[src/sv/assert_macros.svh]
// ----------------------------------------------------------------------------
// assert_macros.svh
// Shared concurrent assertion macros, all clocked on the block clock.
// ----------------------------------------------------------------------------
`ifndef ASSERT_MACROS_SVH
`define ASSERT_MACROS_SVH

// Checked on every rising edge outside reset.
`define ASSERT_CLK(name, prop, msg) \
   name: assert property (@(posedge clock) disable iff (reset) (prop)) \
      else $error(msg);

// Checked on every rising edge, reset included.
`define ASSERT_CLK_ALWAYS(name, prop, msg) \
   name: assert property (@(posedge clock) (prop)) else $error(msg);

`endif

[src/sv/polyc_pkg.sv]
// ----------------------------------------------------------------------------
// polyc_pkg
// Widths, sequencer codes and the micro-op table of the corner detector.
// ----------------------------------------------------------------------------
`timescale 1ns / 1ps

package polyc_pkg;

   localparam int COORD_W    = 16;
   localparam int ID_W       = 10;
   localparam int THR_W      = 16;
   localparam int DIFF_W     = COORD_W + 1;
   localparam int MAG_W      = COORD_W;
   localparam int MUL_A_W    = 17;
   localparam int MUL_B_W    = 34;
   localparam int PROD_W     = MUL_A_W + MUL_B_W;
   localparam int DOT_W      = 2 * COORD_W + 3;
   localparam int SQ_W       = 2 * COORD_W + 2;
   localparam int LHS_W      = 2 * SQ_W;
   localparam int PB_W       = 84;
   localparam int ACC_W      = 100;
   localparam int LHS_SHIFT  = 30;
   localparam int STEP_W     = 4;
   localparam int NUM_TESTS  = 3;
   localparam int REQ_DATA_W = 48;
   localparam int REQ_USER_W = 2;
   localparam int RSP_DATA_W = 16;

   localparam logic signed [THR_W-1:0] THR_RESET = 16'sd16384;

   // Micro-op steps that end a phase of one test.
   localparam logic [STEP_W-1:0] CHECK_STEP = 4'd5;
   localparam logic [STEP_W-1:0] LAST_STEP  = 4'd14;

   // Bits of the pending-test mask, served from low to high.
   localparam int TB_INT   = 0;
   localparam int TB_LAST  = 1;
   localparam int TB_FIRST = 2;

   // Bits of the request sideband.
   localparam int RU_START  = 0;
   localparam int RU_CLOSED = 1;

   typedef enum logic [2:0] {
      ST_IDLE,
      ST_LOAD,
      ST_MUL,
      ST_ACC,
      ST_CHECK,
      ST_CMP,
      ST_EMIT,
      ST_UPDATE
   } state_type;

   typedef enum logic [3:0] {
      A_UX, A_UY, A_VX, A_VY, A_ADOT_LO, A_ADOT_HI, A_SU_LO, A_SU_HI, A_THR
   } a_sel_type;

   typedef enum logic [3:0] {
      B_UX, B_UY, B_VX, B_VY, B_ADOT, B_SV, B_PA_LO, B_PA_HI,
      B_PB_LO, B_PB_MID, B_PB_HI
   } b_sel_type;

   typedef enum logic [2:0] {
      D_DOT, D_SU, D_SV, D_LHS, D_PA, D_PB
   } dest_type;

   typedef enum logic [1:0] {
      SH_0, SH_17, SH_34, SH_68
   } shift_type;

   typedef enum logic [1:0] {
      NEG_NONE, NEG_X, NEG_Y
   } neg_type;

   typedef struct packed {
      a_sel_type a_sel;
      b_sel_type b_sel;
      shift_type shift;
      dest_type  dest;
      neg_type   neg;
      logic      first;
   } uop_type;

   // One multiply-accumulate per step. The first step of a destination
   // overwrites it, later ones add the shifted partial product.
   function automatic uop_type uop_lookup(input logic [STEP_W-1:0] step);
      uop_type u;
      u = '{A_UX, B_VX, SH_0, D_DOT, NEG_X, 1'b1};
      case (step)
         4'd0:  u = '{A_UX,      B_VX,     SH_0,  D_DOT, NEG_X,    1'b1};
         4'd1:  u = '{A_UY,      B_VY,     SH_0,  D_DOT, NEG_Y,    1'b0};
         4'd2:  u = '{A_UX,      B_UX,     SH_0,  D_SU,  NEG_NONE, 1'b1};
         4'd3:  u = '{A_UY,      B_UY,     SH_0,  D_SU,  NEG_NONE, 1'b0};
         4'd4:  u = '{A_VX,      B_VX,     SH_0,  D_SV,  NEG_NONE, 1'b1};
         4'd5:  u = '{A_VY,      B_VY,     SH_0,  D_SV,  NEG_NONE, 1'b0};
         4'd6:  u = '{A_ADOT_LO, B_ADOT,   SH_0,  D_LHS, NEG_NONE, 1'b1};
         4'd7:  u = '{A_ADOT_HI, B_ADOT,   SH_17, D_LHS, NEG_NONE, 1'b0};
         4'd8:  u = '{A_SU_LO,   B_SV,     SH_0,  D_PA,  NEG_NONE, 1'b1};
         4'd9:  u = '{A_SU_HI,   B_SV,     SH_17, D_PA,  NEG_NONE, 1'b0};
         4'd10: u = '{A_THR,     B_PA_LO,  SH_0,  D_PB,  NEG_NONE, 1'b1};
         4'd11: u = '{A_THR,     B_PA_HI,  SH_34, D_PB,  NEG_NONE, 1'b0};
         4'd12: u = '{A_THR,     B_PB_LO,  SH_0,  D_PA,  NEG_NONE, 1'b1};
         4'd13: u = '{A_THR,     B_PB_MID, SH_34, D_PA,  NEG_NONE, 1'b0};
         4'd14: u = '{A_THR,     B_PB_HI,  SH_68, D_PA,  NEG_NONE, 1'b0};
         default: u = '{A_UX, B_VX, SH_0, D_DOT, NEG_X, 1'b1};
      endcase
      return u;
   endfunction

endpackage

[src/sv/polyline_corner_detector_top.sv]
// ----------------------------------------------------------------------------
// polyline_corner_detector_top
// Streams polyline points and flags corners by a cosine threshold test.
// ----------------------------------------------------------------------------
// Points of a curve arrive in order on the req_ stream, one word per point,
// with tlast on the last point of a curve and tuser carrying the start and
// closed marks. For every point with a neighbor on each side one result word
// leaves on the rsp_ stream: the tested point id, a corner flag in tuser and
// tlast on the last result of a curve. A closed curve of two or more points
// gives two more results on its last point (for the last point and for the
// first point), one of one point gives one; an open curve shorter than three
// points gives nothing. The threshold is a signed Q1.15 cosine written
// through csr_we/csr_wdata; the user must write it only while the block is
// idle, which the block itself does not enforce; it resets to 0.5. Each angle
// test runs on one shared 17 x 34 bit multiplier with a 100 bit accumulator,
// stepped by a sequencer through fifteen multiply-accumulate micro-ops, each
// a multiply in ST_MUL and an accumulate in ST_ACC; a check after the sixth
// ends the test early when the signs decide it. req_tready is high only
// between points. A result sits in the output register until taken; while
// it is full and rsp_tready is low the sequencer holds at the next result
// and stops the input stream. Reset clears the sequencer, point count, closed
// mark, pending tests and output valid flag, and loads the default threshold.
`timescale 1ns / 1ps
`include "assert_macros.svh"

module polyline_corner_detector_top (
   input  logic                              clock,
   input  logic                              reset,
   // Points
   input  logic                              req_tvalid,
   output logic                              req_tready,
   // From bit 0: point_id[9:0], x_coord[15:0], y_coord[15:0], zero pad
   input  logic [polyc_pkg::REQ_DATA_W-1:0]  req_tdata,
   input  logic                              req_tlast,   // curve_end
   // From bit 0: curve_start, closed_curve
   input  logic [polyc_pkg::REQ_USER_W-1:0]  req_tuser,
   // Results
   output logic                              rsp_tvalid,
   input  logic                              rsp_tready,
   // From bit 0: tested_id[9:0], zero pad
   output logic [polyc_pkg::RSP_DATA_W-1:0]  rsp_tdata,
   output logic                              rsp_tlast,   // final_result
   output logic                              rsp_tuser,   // is_corner
   // Threshold register
   input  logic                              csr_we,
   input  logic [polyc_pkg::THR_W-1:0]       csr_wdata
);

   import polyc_pkg::*;

   // Sequencer
   state_type state_ff, state_in;
   logic [STEP_W-1:0] step_ff;

   // Current point and curve bookkeeping
   logic signed [COORD_W-1:0] cur_x_ff, cur_y_ff;
   logic [ID_W-1:0]           cur_id_ff;
   logic                      end_ff;
   logic [1:0]                seen_ff;
   logic                      closed_ff;
   logic                      single_ff;
   logic [NUM_TESTS-1:0]      pend_ff;

   logic signed [COORD_W-1:0] win_x_ff [2];
   logic signed [COORD_W-1:0] win_y_ff [2];
   logic [ID_W-1:0]           win_id_ff [2];
   logic signed [COORD_W-1:0] head_x_ff [2];
   logic signed [COORD_W-1:0] head_y_ff [2];
   logic [ID_W-1:0]           head_id_ff [2];

   logic signed [THR_W-1:0]   thr_ff;

   // Arc components of the test in progress
   logic [MAG_W-1:0] uxm_ff, uym_ff, vxm_ff, vym_ff;
   logic             uxs_ff, uys_ff, vxs_ff, vys_ff;
   logic [ID_W-1:0]  tid_ff;
   logic             tfinal_ff;
   logic             res_ff;

   // Arithmetic registers
   logic [PROD_W-1:0]       prod_ff;
   logic signed [DOT_W-1:0] dot_ff;
   logic [SQ_W-1:0]         su_ff, sv_ff;
   logic [LHS_W-1:0]        lhs_ff;
   logic [ACC_W-1:0]        pa_ff;
   logic [PB_W-1:0]         pb_ff;

   // Output register
   logic            rsp_valid_ff;
   logic [ID_W-1:0] rsp_id_ff;
   logic            rsp_corner_ff, rsp_last_ff;

   // Control strobes
   logic accept, do_load, do_mul, do_acc, do_check, do_cmp, do_update;
   logic emit_go;

   // Request fields
   logic [ID_W-1:0]           in_id;
   logic signed [COORD_W-1:0] in_x, in_y;
   logic [1:0]                eff_seen;
   logic                      eff_closed;
   logic [NUM_TESTS-1:0]      pend_in;

   // Test selection
   logic [NUM_TESTS-1:0]      cur_bit, pend_rest;
   logic signed [COORD_W-1:0] pa_x, pa_y, pb_x, pb_y, pc_x, pc_y;
   logic [ID_W-1:0]           sel_id;
   logic signed [DIFF_W-1:0]  ux, uy, vx, vy;
   logic [DIFF_W-1:0]         uxa, uya, vxa, vya;

   // Multiply-accumulate
   uop_type                   uop;
   logic [DOT_W-1:0]          adot_full;
   logic [SQ_W-1:0]           adot;
   logic [THR_W:0]            thr_abs;
   logic [MUL_A_W-1:0]        mul_a;
   logic [MUL_B_W-1:0]        mul_b;
   logic [ACC_W-1:0]          prod_ext, shifted, addend, base, sum;
   logic                      neg_now;

   // Decisions
   logic thr_neg, zero_arc, dot_neg, dot_zero, decided;
   logic [ACC_W-1:0] lhs_scaled;

   assign in_id = req_tdata[ID_W-1:0];
   assign in_x  = req_tdata[ID_W +: COORD_W];
   assign in_y  = req_tdata[ID_W + COORD_W +: COORD_W];

   // A start mark restarts the curve count; the closed mark is read on the
   // first point of a curve only.
   assign eff_seen   = req_tuser[RU_START] ? 2'd0 : seen_ff;
   assign eff_closed = (eff_seen == 2'd0) ? req_tuser[RU_CLOSED] : closed_ff;

   always_comb begin
      pend_in = '0;
      pend_in[TB_INT] = eff_seen[1];
      if (req_tlast && eff_closed) begin
         pend_in[TB_LAST]  = 1'b1;
         pend_in[TB_FIRST] = (eff_seen != 2'd0);
      end
   end

   // Lowest pending test goes first: interior, then last, then first point.
   assign cur_bit   = pend_ff & (~pend_ff + NUM_TESTS'(1));
   assign pend_rest = pend_ff & ~cur_bit;

   always_comb begin
      pa_x = cur_x_ff;  pa_y = cur_y_ff;
      pb_x = cur_x_ff;  pb_y = cur_y_ff;
      pc_x = cur_x_ff;  pc_y = cur_y_ff;
      sel_id = cur_id_ff;
      if (cur_bit[TB_INT]) begin
         pa_x = win_x_ff[0];  pa_y = win_y_ff[0];
         pb_x = win_x_ff[1];  pb_y = win_y_ff[1];
         sel_id = win_id_ff[1];
      end else if (cur_bit[TB_LAST]) begin
         // A closed curve of one point tests that point against itself.
         if (!single_ff) begin
            pa_x = win_x_ff[1];   pa_y = win_y_ff[1];
            pc_x = head_x_ff[0];  pc_y = head_y_ff[0];
         end
      end else begin
         pb_x = head_x_ff[0];  pb_y = head_y_ff[0];
         if (seen_ff[1]) begin
            pc_x = head_x_ff[1];  pc_y = head_y_ff[1];
         end
         sel_id = head_id_ff[0];
      end
   end

   assign ux  = {pa_x[COORD_W-1], pa_x} - {pb_x[COORD_W-1], pb_x};
   assign uy  = {pa_y[COORD_W-1], pa_y} - {pb_y[COORD_W-1], pb_y};
   assign vx  = {pc_x[COORD_W-1], pc_x} - {pb_x[COORD_W-1], pb_x};
   assign vy  = {pc_y[COORD_W-1], pc_y} - {pb_y[COORD_W-1], pb_y};
   assign uxa = ux[DIFF_W-1] ? -ux : ux;
   assign uya = uy[DIFF_W-1] ? -uy : uy;
   assign vxa = vx[DIFF_W-1] ? -vx : vx;
   assign vya = vy[DIFF_W-1] ? -vy : vy;

   // Operand selection for the shared multiplier.
   assign uop       = uop_lookup(step_ff);
   assign adot_full = dot_ff[DOT_W-1] ? -dot_ff : dot_ff;
   assign adot      = adot_full[SQ_W-1:0];
   assign thr_abs   = thr_ff[THR_W-1] ? -{thr_ff[THR_W-1], thr_ff} : {1'b0, thr_ff};

   always_comb begin
      case (uop.a_sel)
         A_UX:      mul_a = MUL_A_W'(uxm_ff);
         A_UY:      mul_a = MUL_A_W'(uym_ff);
         A_VX:      mul_a = MUL_A_W'(vxm_ff);
         A_VY:      mul_a = MUL_A_W'(vym_ff);
         A_ADOT_LO: mul_a = adot[MUL_A_W-1:0];
         A_ADOT_HI: mul_a = adot[SQ_W-1:MUL_A_W];
         A_SU_LO:   mul_a = su_ff[MUL_A_W-1:0];
         A_SU_HI:   mul_a = su_ff[SQ_W-1:MUL_A_W];
         A_THR:     mul_a = MUL_A_W'(thr_abs);
         default:   mul_a = '0;
      endcase
   end

   always_comb begin
      case (uop.b_sel)
         B_UX:     mul_b = MUL_B_W'(uxm_ff);
         B_UY:     mul_b = MUL_B_W'(uym_ff);
         B_VX:     mul_b = MUL_B_W'(vxm_ff);
         B_VY:     mul_b = MUL_B_W'(vym_ff);
         B_ADOT:   mul_b = adot;
         B_SV:     mul_b = sv_ff;
         B_PA_LO:  mul_b = pa_ff[MUL_B_W-1:0];
         B_PA_HI:  mul_b = pa_ff[2*MUL_B_W-1:MUL_B_W];
         B_PB_LO:  mul_b = pb_ff[MUL_B_W-1:0];
         B_PB_MID: mul_b = pb_ff[2*MUL_B_W-1:MUL_B_W];
         B_PB_HI:  mul_b = MUL_B_W'(pb_ff[PB_W-1:2*MUL_B_W]);
         default:  mul_b = '0;
      endcase
   end

   // Accumulate stage: shift the registered product into place and add it
   // to the destination, or load it on the first step of that destination.
   assign prod_ext = ACC_W'(prod_ff);

   always_comb begin
      case (uop.shift)
         SH_0:    shifted = prod_ext;
         SH_17:   shifted = prod_ext << 17;
         SH_34:   shifted = prod_ext << 34;
         SH_68:   shifted = prod_ext << 68;
         default: shifted = prod_ext;
      endcase
   end

   always_comb begin
      case (uop.neg)
         NEG_X:   neg_now = uxs_ff ^ vxs_ff;
         NEG_Y:   neg_now = uys_ff ^ vys_ff;
         default: neg_now = 1'b0;
      endcase
   end

   always_comb begin
      case (uop.dest)
         D_DOT:   base = {{(ACC_W-DOT_W){dot_ff[DOT_W-1]}}, dot_ff};
         D_SU:    base = ACC_W'(su_ff);
         D_SV:    base = ACC_W'(sv_ff);
         D_LHS:   base = ACC_W'(lhs_ff);
         D_PA:    base = pa_ff;
         D_PB:    base = ACC_W'(pb_ff);
         default: base = '0;
      endcase
   end

   assign addend = neg_now ? -shifted : shifted;
   assign sum    = (uop.first ? '0 : base) + addend;

   // Sign checks settle most tests; a zero-length arc counts as cosine 0.
   // Whenever they settle it, the answer equals the threshold's sign.
   assign thr_neg  = thr_ff[THR_W-1];
   assign zero_arc = (su_ff == '0) || (sv_ff == '0);
   assign dot_neg  = dot_ff[DOT_W-1];
   assign dot_zero = (dot_ff == '0);
   assign decided  = zero_arc || (!thr_neg && (dot_neg || dot_zero)) ||
                     (thr_neg && !dot_neg);

   // dot^2 * 2^30 against T^2 * |u|^2 * |v|^2.
   assign lhs_scaled = ACC_W'(lhs_ff) << LHS_SHIFT;

   assign emit_go = !rsp_valid_ff || rsp_tready;

   // Next state
   always_comb begin
      state_in = state_ff;
      case (state_ff)
         ST_IDLE: begin
            if (req_tvalid) begin
               state_in = (pend_in != '0) ? ST_LOAD : ST_UPDATE;
            end
         end
         ST_LOAD:  state_in = ST_MUL;
         ST_MUL:   state_in = ST_ACC;
         ST_ACC: begin
            if (step_ff == CHECK_STEP) begin
               state_in = ST_CHECK;
            end else if (step_ff == LAST_STEP) begin
               state_in = ST_CMP;
            end else begin
               state_in = ST_MUL;
            end
         end
         ST_CHECK: state_in = decided ? ST_EMIT : ST_MUL;
         ST_CMP:   state_in = ST_EMIT;
         ST_EMIT: begin
            if (emit_go) begin
               state_in = (pend_rest != '0) ? ST_LOAD : ST_UPDATE;
            end
         end
         ST_UPDATE: state_in = ST_IDLE;
         default:   state_in = ST_IDLE;
      endcase
   end

   // Control outputs of the sequencer
   always_comb begin
      req_tready = 1'b0;
      do_load    = 1'b0;
      do_mul     = 1'b0;
      do_acc     = 1'b0;
      do_check   = 1'b0;
      do_cmp     = 1'b0;
      do_update  = 1'b0;
      case (state_ff)
         ST_IDLE:   req_tready = 1'b1;
         ST_LOAD:   do_load    = 1'b1;
         ST_MUL:    do_mul     = 1'b1;
         ST_ACC:    do_acc     = 1'b1;
         ST_CHECK:  do_check   = 1'b1;
         ST_CMP:    do_cmp     = 1'b1;
         ST_UPDATE: do_update  = 1'b1;
         default:   req_tready = 1'b0;
      endcase
   end

   assign accept = req_tvalid && req_tready;

   // Control registers
   always_ff @(posedge clock) begin
      if (reset) begin
         state_ff     <= ST_IDLE;
         seen_ff      <= 2'd0;
         closed_ff    <= 1'b0;
         pend_ff      <= '0;
         thr_ff       <= THR_RESET;
         rsp_valid_ff <= 1'b0;
      end else begin
         state_ff <= state_in;
         if (csr_we) begin
            thr_ff <= csr_wdata;
         end
         if (accept) begin
            seen_ff   <= eff_seen;
            closed_ff <= eff_closed;
            pend_ff   <= pend_in;
         end
         if (state_ff == ST_EMIT && emit_go) begin
            pend_ff      <= pend_rest;
            rsp_valid_ff <= 1'b1;
         end else if (rsp_tready) begin
            rsp_valid_ff <= 1'b0;
         end
         if (do_update) begin
            if (end_ff) begin
               seen_ff <= 2'd0;
            end else if (seen_ff != 2'd3) begin
               seen_ff <= seen_ff + 2'd1;
            end
         end
      end
   end

   // Datapath registers
   always_ff @(posedge clock) begin
      if (accept) begin
         cur_x_ff  <= in_x;
         cur_y_ff  <= in_y;
         cur_id_ff <= in_id;
         end_ff    <= req_tlast;
         single_ff <= (eff_seen == 2'd0);
      end
      if (do_load) begin
         uxm_ff    <= uxa[MAG_W-1:0];
         uym_ff    <= uya[MAG_W-1:0];
         vxm_ff    <= vxa[MAG_W-1:0];
         vym_ff    <= vya[MAG_W-1:0];
         uxs_ff    <= ux[DIFF_W-1];
         uys_ff    <= uy[DIFF_W-1];
         vxs_ff    <= vx[DIFF_W-1];
         vys_ff    <= vy[DIFF_W-1];
         tid_ff    <= sel_id;
         tfinal_ff <= end_ff && (pend_rest == '0);
         step_ff   <= '0;
      end
      if (do_mul) begin
         prod_ff <= mul_a * mul_b;
      end
      if (do_acc) begin
         step_ff <= step_ff + STEP_W'(1);
         case (uop.dest)
            D_DOT:   dot_ff <= sum[DOT_W-1:0];
            D_SU:    su_ff  <= sum[SQ_W-1:0];
            D_SV:    sv_ff  <= sum[SQ_W-1:0];
            D_LHS:   lhs_ff <= sum[LHS_W-1:0];
            D_PA:    pa_ff  <= sum;
            D_PB:    pb_ff  <= sum[PB_W-1:0];
            default: pa_ff  <= pa_ff;
         endcase
      end
      if (do_check) begin
         res_ff <= thr_neg;
      end
      if (do_cmp) begin
         res_ff <= thr_neg ? (lhs_scaled < pa_ff) : (lhs_scaled > pa_ff);
      end
      if (state_ff == ST_EMIT && emit_go) begin
         rsp_id_ff     <= tid_ff;
         rsp_corner_ff <= res_ff;
         rsp_last_ff   <= tfinal_ff;
      end
      if (do_update) begin
         if (!seen_ff[1]) begin
            head_x_ff[seen_ff[0]]  <= cur_x_ff;
            head_y_ff[seen_ff[0]]  <= cur_y_ff;
            head_id_ff[seen_ff[0]] <= cur_id_ff;
         end
         win_x_ff[0]  <= win_x_ff[1];
         win_y_ff[0]  <= win_y_ff[1];
         win_id_ff[0] <= win_id_ff[1];
         win_x_ff[1]  <= cur_x_ff;
         win_y_ff[1]  <= cur_y_ff;
         win_id_ff[1] <= cur_id_ff;
      end
   end

   assign rsp_tvalid = rsp_valid_ff;
   assign rsp_tdata  = RSP_DATA_W'(rsp_id_ff);
   assign rsp_tlast  = rsp_last_ff;
   assign rsp_tuser  = rsp_corner_ff;

   // A point is taken only between points.
   `ASSERT_CLK(a_one_point_at_a_time, (req_tvalid && req_tready) |=> !req_tready,
      "point accepted while the previous one is still in progress")

   // The last-point test of a curve longer than one point always comes with
   // a first-point test still queued behind it.
   `ASSERT_CLK(a_last_then_first, (pend_ff[TB_LAST] && !single_ff) |-> pend_ff[TB_FIRST],
      "last-point test queued without its first-point test")

   // A one-point closed curve gets a single test only.
   `ASSERT_CLK(a_single_alone, single_ff && pend_ff[TB_LAST] |-> !pend_ff[TB_FIRST],
      "one-point curve queued a first-point test")

   // The final result of a curve leaves no test behind.
   `ASSERT_CLK(a_final_drains, (state_ff == ST_EMIT && emit_go && tfinal_ff) |=> pend_ff == '0,
      "final result sent while tests are still pending")

   // Results enter the output register only from the emit state.
   `ASSERT_CLK_ALWAYS(a_rsp_from_emit, $rose(rsp_tvalid) |-> $past(state_ff == ST_EMIT),
      "result word appeared outside the emit state")

endmodule

[config.mk]
export PLATFORM = sky130hd
export DESIGN_NAME = polyline_corner_detector_top
export DESIGN_NICKNAME = d
export VERILOG_FILES = /design/src/sv/polyc_pkg.sv /design/src/sv/polyline_corner_detector_top.sv
export VERILOG_INCLUDE_DIRS = /design/src /design/src/sv
export SDC_FILE = /design/constraint.sdc
export NUM_CORES = 2
export LEC_CHECK = 0
export BUFFER_PORTS_ARGS = -buffer_cell sky130_fd_sc_hd__buf_2
export CAP_MARGIN = 40
export CORE_ASPECT_RATIO = 0.6
export CORE_MARGIN = 2
export CORE_UTILIZATION = 35
export DETAILED_ROUTE_END_ITERATION = 7
export GPL_TIMING_DRIVEN = 0
export HOLD_SLACK_MARGIN = 0.03
export PLACE_DENSITY = 0.58
export SLEW_MARGIN = 5
export SYNTH_ARGS = -nofsm -noshare
export SYNTH_HDL_FRONTEND = slang
export SYNTH_SLANG_ARGS = --single-unit
[constraint.sdc]
create_clock -name clock -period 11.1 [get_ports clock]
set_input_delay 0 -clock clock [delete_from_list [all_inputs] [get_ports clock]]
set_output_delay 0 -clock clock [all_outputs]
set_load 0.005 [all_outputs]
== Word-level counts from Yosys, hierarchy flattened ==
Memory sizes are Yosys's and may differ from the RTL's. A register that Yosys moved wholly into a read port is not among the register bits.
Index checks and enable logic that the tools add are counted.
Word-level totals
  memories: 7
  bits in registers: 572
  bits in read-only memories: 256
  latch bits: 0
  input port bits: 72
  output and inout bits: 20
  bits in writable memories: 168
Cells by class
  $add $sub $neg: 15
  shift operators: 0
  bitwise operators: 6
  multiplexer cells: 70
  div/mod/pow operators: 0
  equal/unequal tests: 40
  reductions and logical operators: 38
  $lt $le $gt $ge: 2
  $mul: 1
Memory list
  (no name shown): depth 16, width 16, rd ports 1, clocked after memory_dff 1, wr ports 0, RTL line polyc_pkg.sv:90  | case (step)
  head_x_ff: depth 2, width 16, rd ports 2, clocked after memory_dff 0, wr ports 1, RTL line polyline_corner_detector_top.sv:67  | logic signed [COORD_W-1:0] head_x_ff [2];
  head_y_ff: depth 2, width 16, rd ports 2, clocked after memory_dff 0, wr ports 1, RTL line polyline_corner_detector_top.sv:68  | logic signed [COORD_W-1:0] head_y_ff [2];
  win_x_ff: depth 2, width 16, rd ports 2, clocked after memory_dff 0, wr ports 2, RTL line polyline_corner_detector_top.sv:64  | logic signed [COORD_W-1:0] win_x_ff [2];
  win_y_ff: depth 2, width 16, rd ports 2, clocked after memory_dff 0, wr ports 2, RTL line polyline_corner_detector_top.sv:65  | logic signed [COORD_W-1:0] win_y_ff [2];
  head_id_ff: depth 2, width 10, rd ports 1, clocked after memory_dff 0, wr ports 1, RTL line polyline_corner_detector_top.sv:69  | logic [ID_W-1:0] head_id_ff [2];
  +1 memories
Operators by type and width (number)
  $pmux W100 S6: 1
  $pmux W100 S4: 1
  $pmux W34 S11: 1
  $mux W16: 22
  $mux W100: 2
  $pmux W17 S9: 1
  $add A100 B100 Y100: 1
  $gt A98 B100 Y1: 1
  $lt A98 B100 Y1: 1
  $neg A100 Y100: 1
  $logic_not A34 Y1: 2
  $sub A16 B16 Y17: 4
  $neg A16 Y16: 4
  $mul A17 B34 Y51: 1
  $eq A4 B3 Y1 const B: 9
  $logic_not A35 Y1: 1
  $mux W34: 1
  $neg A34 Y34: 1
  $mux W3: 9
  $pmux W3 S8: 1
  $eq A4 B4 Y1 const B: 5
  $mux W10: 2
  $eq A3 B3 Y1 const B: 6
  $mux W1: 18
  other kinds (27): 76

== Logic depth before layout (Yosys ltp) ==
  depth in word-level cells: 9
  mapped depth: 37
  gate-level depth less buffers: 35

== Worst setup path before layout ==
Ideal clock, no wire load.
  path type: register to register
  start: register dot_ff[15]
  end: register prod_ff[34], data pin
  period minus slack after synthesis: 9120 ps
  setup slack: 1980 ps
  data required time: 10835 ps
  data arrival time: 8855 ps
  buffers on the path: 1
  cell stages (with the launch flop): 32
  setup time: 265 ps
  path through: edfxtp_1 -> or4_1 -> or4_1 -> nor2_1 -> nand2_1 -> o21ai_0 -> xor2_1 -> nor2_1 -> nor4_2 -> clkbuf_1 -> nor2_1 -> fa_1 -> inv_1 -> fa_1 -> fa_1 -> fa_1 -> inv_1 -> fa_1 -> inv_1 -> fa_1 -> inv_1 -> ha_1 -> a211o_1 -> or3_1 -> o2111ai_1 -> o211ai_1 -> a21o_1 -> a21oi_1 -> o21ai_0 -> a221oi_1 -> o21ai_0 -> xor2_1
On the way
  word-level cells in the longest chain between the ends: 4
  elaborated cells on any way between the ends: 5
Ends and longest elaborated chain
  from (decl): RTL line polyline_corner_detector_top.sv:82  | logic signed [DOT_W-1:0] dot_ff;
  from (signal assigned): RTL line polyline_corner_detector_top.sv:387  | D_DOT: dot_ff <= sum[DOT_W-1:0];
  $neg A34 Y34: RTL line polyline_corner_detector_top.sv:182  | assign adot_full = dot_ff[DOT_W-1] ? -dot_ff : dot_ff;
  $mux W34 (*): RTL line polyline_corner_detector_top.sv:182
  $pmux W34 S11 or $pmux W17 S9 (tied branches): RTL line polyline_corner_detector_top.sv:202, polyline_corner_detector_top.sv:187
  $mul A17 B34 Y51 (*): RTL line polyline_corner_detector_top.sv:382  | prod_ff <= mul_a * mul_b;
  to (signal assigned): RTL line polyline_corner_detector_top.sv:382
  to (decl): RTL line polyline_corner_detector_top.sv:81  | logic [PROD_W-1:0] prod_ff;
Every way passes the cells marked *; elsewhere a longest branch is shown, timed or not.
A chain may end at the register's enable or synchronous reset.

== Worst setup path in the final report ==
  start: register uop[10] (netlist name)
  end: register prod_ff[50], data pin
On the way
  word-level cells in the longest chain between the ends: 3
  elaborated cells on any way between the ends: 13
Ends and longest elaborated chain
  $eq A4 B4 Y1, or another cell as far along: RTL line polyline_corner_detector_top.sv:202  | case (uop.b_sel)
  $pmux W34 S11 (*): RTL line polyline_corner_detector_top.sv:202
  $mul A17 B34 Y51 (*): RTL line polyline_corner_detector_top.sv:382
Marks and branches as above.

==> qor.txt <==
Clk Latency, worst-skew pair = 690 ps
Fin. Hold Viols = 0
Layout cells sized above 1 = 8.25%
First-pass GRT wire length = 427 mm
DRC Markers = 0
Unrepaired setup endpoints after global routing = true
#FFs+latches synth = 736
Starting Density = 35.2%
Met2 routed WL = 103 mm
Mapped Cells = 6723
Vias per cell = 5.97
Synth unique cells = 92
Synthesized area = 64700 sq um
Largest net degree at the start of global routing = 66
Routed WL per cell = 31.9 um
TritonCTS buffer count = 78
CTS sink count = 736
Antenna Nets Post-Route = 0
Met3 wire length = 56.1 mm
CP dominant cell by count = fa_1
Post-synth top area share = 32.2%
DRT iter0 DRCs = 8979
Critical path launch point type = flip-flop
Non-Filler Instances = 9695
Commonest cells in the netlist = nand2_1 (810), inv_1 (731), edfxtp_1 (694)
Num ports = 92
Hold WS = 61.7 ps
Fin. max-slew vios = 0
Nets = 8077
Max cap viols = 0
Largest incremental delay on the critical path = 920 ps
Die W = 559 um
Clock-pin slew on the worst setup and hold paths = 60 ps
Placeable Area = 184000 sq um
Fmax = 91.8 MHz
Share of synthesized flip-flops with an asynchronous set or reset = 0%
Post-route clock skew = 44.4 ps
Largest area contributor in the netlist = edfxtp_1
Post-synth EDFFs = 694
Outcome = complete, no violations
Crit path DAT = 11320 ps
M1 WL = 143 mm
GRT Total Usage = 32.1%
Root buffer cell = clkbuf_16
Compound-Gate Fraction of Synth Area = 16.3%
Worst setup path class = flip-flop to flip-flop
Final worst setup slack = 205 ps
FP Rows = 122
Largest family of logic cells by synthesized area = adder cells
Most common cell in the synthesized netlist = nand2_1
Input/output buffers = 77
Rel. slew slack = 18.8%
Gr ovfl total = 0
Area share of xor/xnor cells in the synthesized design = 5.07%
Wirelength, routed = 309 mm
Syn avg cell area = 9.63 sq um
Dpl cells = 9431
Post-DP HPWL = 257 mm
Hold Crit Class = input pin to flip-flop
Sequential cell area fraction in the yosys report = 33.5%
Simple-Gate Fraction of Synth Area = 13.9%
Via count = 57900
First-pass DRT Iterations = 6
Initial antenna violation count = 23
Syn-to-layout area delta = 14.3%
Top cells by area, synth = edfxtp_1 (32%), fa_1 (15%), ha_1 (7.2%)
Setup Slack @ Placement = -499 ps
Max clock buf depth = 3
Req. time, crit path = 11530 ps
Top routing layer used = met5
Slew @ Worst Pin = 1220 ps
Vias in the first global route = 54200
H-tree levels = 3
GPL Wtd Cong = 1.06
Worst Setup End Kind = flip-flop
Crit-path max FO = 10
Slowest CP cell = a22oi_1
Synth warnings = 0
Final min period = 10900 ps
Fin crit share = 98.2%
Die area = 188000 sq um
Dominant synthesized flop cell = edfxtp_1
Mux cell area share after synthesis = 2.58%
Final TNS setup = 0 ps
Post-synthesis adder-cell area fraction = 22.2%
Die span in y = 337 um
TritonCTS clock tree = done
Endpoints failing setup = 0
[state kept, by name (all words and copies together), names as in the netlist, 32 cells and up]
register	cells
dot_ff	35
pa_ff	100
win_y_ff	32
su_ff	34
head_x_ff	32
pb_ff	84
lhs_ff	68
prod_ff	51
win_x_ff	32
head_y_ff	32
sv_ff	34
[final timing paths]
path	start	end	slack [ps]	cells after the start
worst min-delay path	req_tdata[27]	cur_y_ff[1]$_DFFE_PP_	60	2
worst min register to register	tid_ff[2]$_DFFE_PP_	rsp_id_ff[2]$_DFFE_PP_	420	0
worst max-delay path	uop[10]$_DFF_P_	prod_ff[50]$_DFFE_PP_	200	31
worst max register to register	uop[10]$_DFF_P_	prod_ff[50]$_DFFE_PP_	200	31
[repair_timing]
action / CTS / global route
resized for setup: 10 / 64
buffers inserted: 4 / 6
gates cloned: 0 / 0
hold buffers: 105 / 0
endpoints found under the setup margin: 12 / 17
pin swaps: 2 / 0
hold endpoints to repair: 80 / 0
[cells by family after synthesis]
family                     after synthesis
other                                    1
buffers and inverters                 1084
and+or+nand+nor                       1931
adders and majority gates              860
xor gates and xnor gates               375
DFF                                    736
muxes                                  159
AOI/OAI and AO/OA                     1577
[area by class of cell]
cell class                 count  area [sq um]
multi-input combinational   4908         39200
inverter                     733          2760
fill                       18300        110000
clock buffer                  92          2070
sequential                   736         21700
timing repair buffer         342          3180
clock inverter                50           566
tap                         2480          3100
buffer                       347          1420
antenna                        7          17.5
[stage by stage]
step	util (%)	area, sq um
CTS	40.1	73800
global route	40.2	74000
global placement	37.1	68200
detailed placement	38.0	70000
floorplan	-	64700
finish	40.2	74000
[routing by layer]
metal	up-vias	global-route usage, %
met5	-	0
met3	349	18.6
met4	10	6.30
met2	3713	37.3
li1	24500	-
met1	29300	48.9
[critical path, delay by kind of cell (launching register included)]
kind | cells | cell delay (ps)
AO/OA/AOI/OAI | 11 | 3670
adder cells (fa/ha/maj) | 7 | 3510
buffers and inverters | 8 | 1660
AND/OR/NAND/NOR | 4 | 750
flip-flops | 1 | 570
XOR/XNOR | 1 | 420
[cells in the final DEF (no fill, tap or decap), types with 43 or more instances in the layout]
master | synthesis | layout
a21o_1 | 130 | 130
xnor2_1 | 221 | 217
clkbuf_16 | 0 | 81
nor2b_1 | 89 | 88
buf_4 | 8 | 71
o21ai_0 | 233 | 231
nand2_1 | 810 | 810
mux2_2 | 60 | 60
a31oi_1 | 108 | 108
a22oi_1 | 336 | 336
dlygate4sd3_1 | 0 | 105
o21bai_1 | 56 | 56
nor2_1 | 430 | 425
nand4_1 | 59 | 59
xor2_1 | 154 | 150
buf_2 | 14 | 104
a21oi_1 | 355 | 353
and2_1 | 83 | 83
mux2i_1 | 99 | 99
nand2b_1 | 43 | 43
nor3_1 | 107 | 102
edfxtp_1 | 694 | 694
nor4_1 | 46 | 45
ha_1 | 375 | 374
inv_1 | 731 | 728
clkbuf_1 | 303 | 284
fa_1 | 484 | 480
nand3_1 | 92 | 92
Power is left out: the tool's default activity adds up to more than one toggle a clock period on the data nets, which glitch-free logic cannot reach.
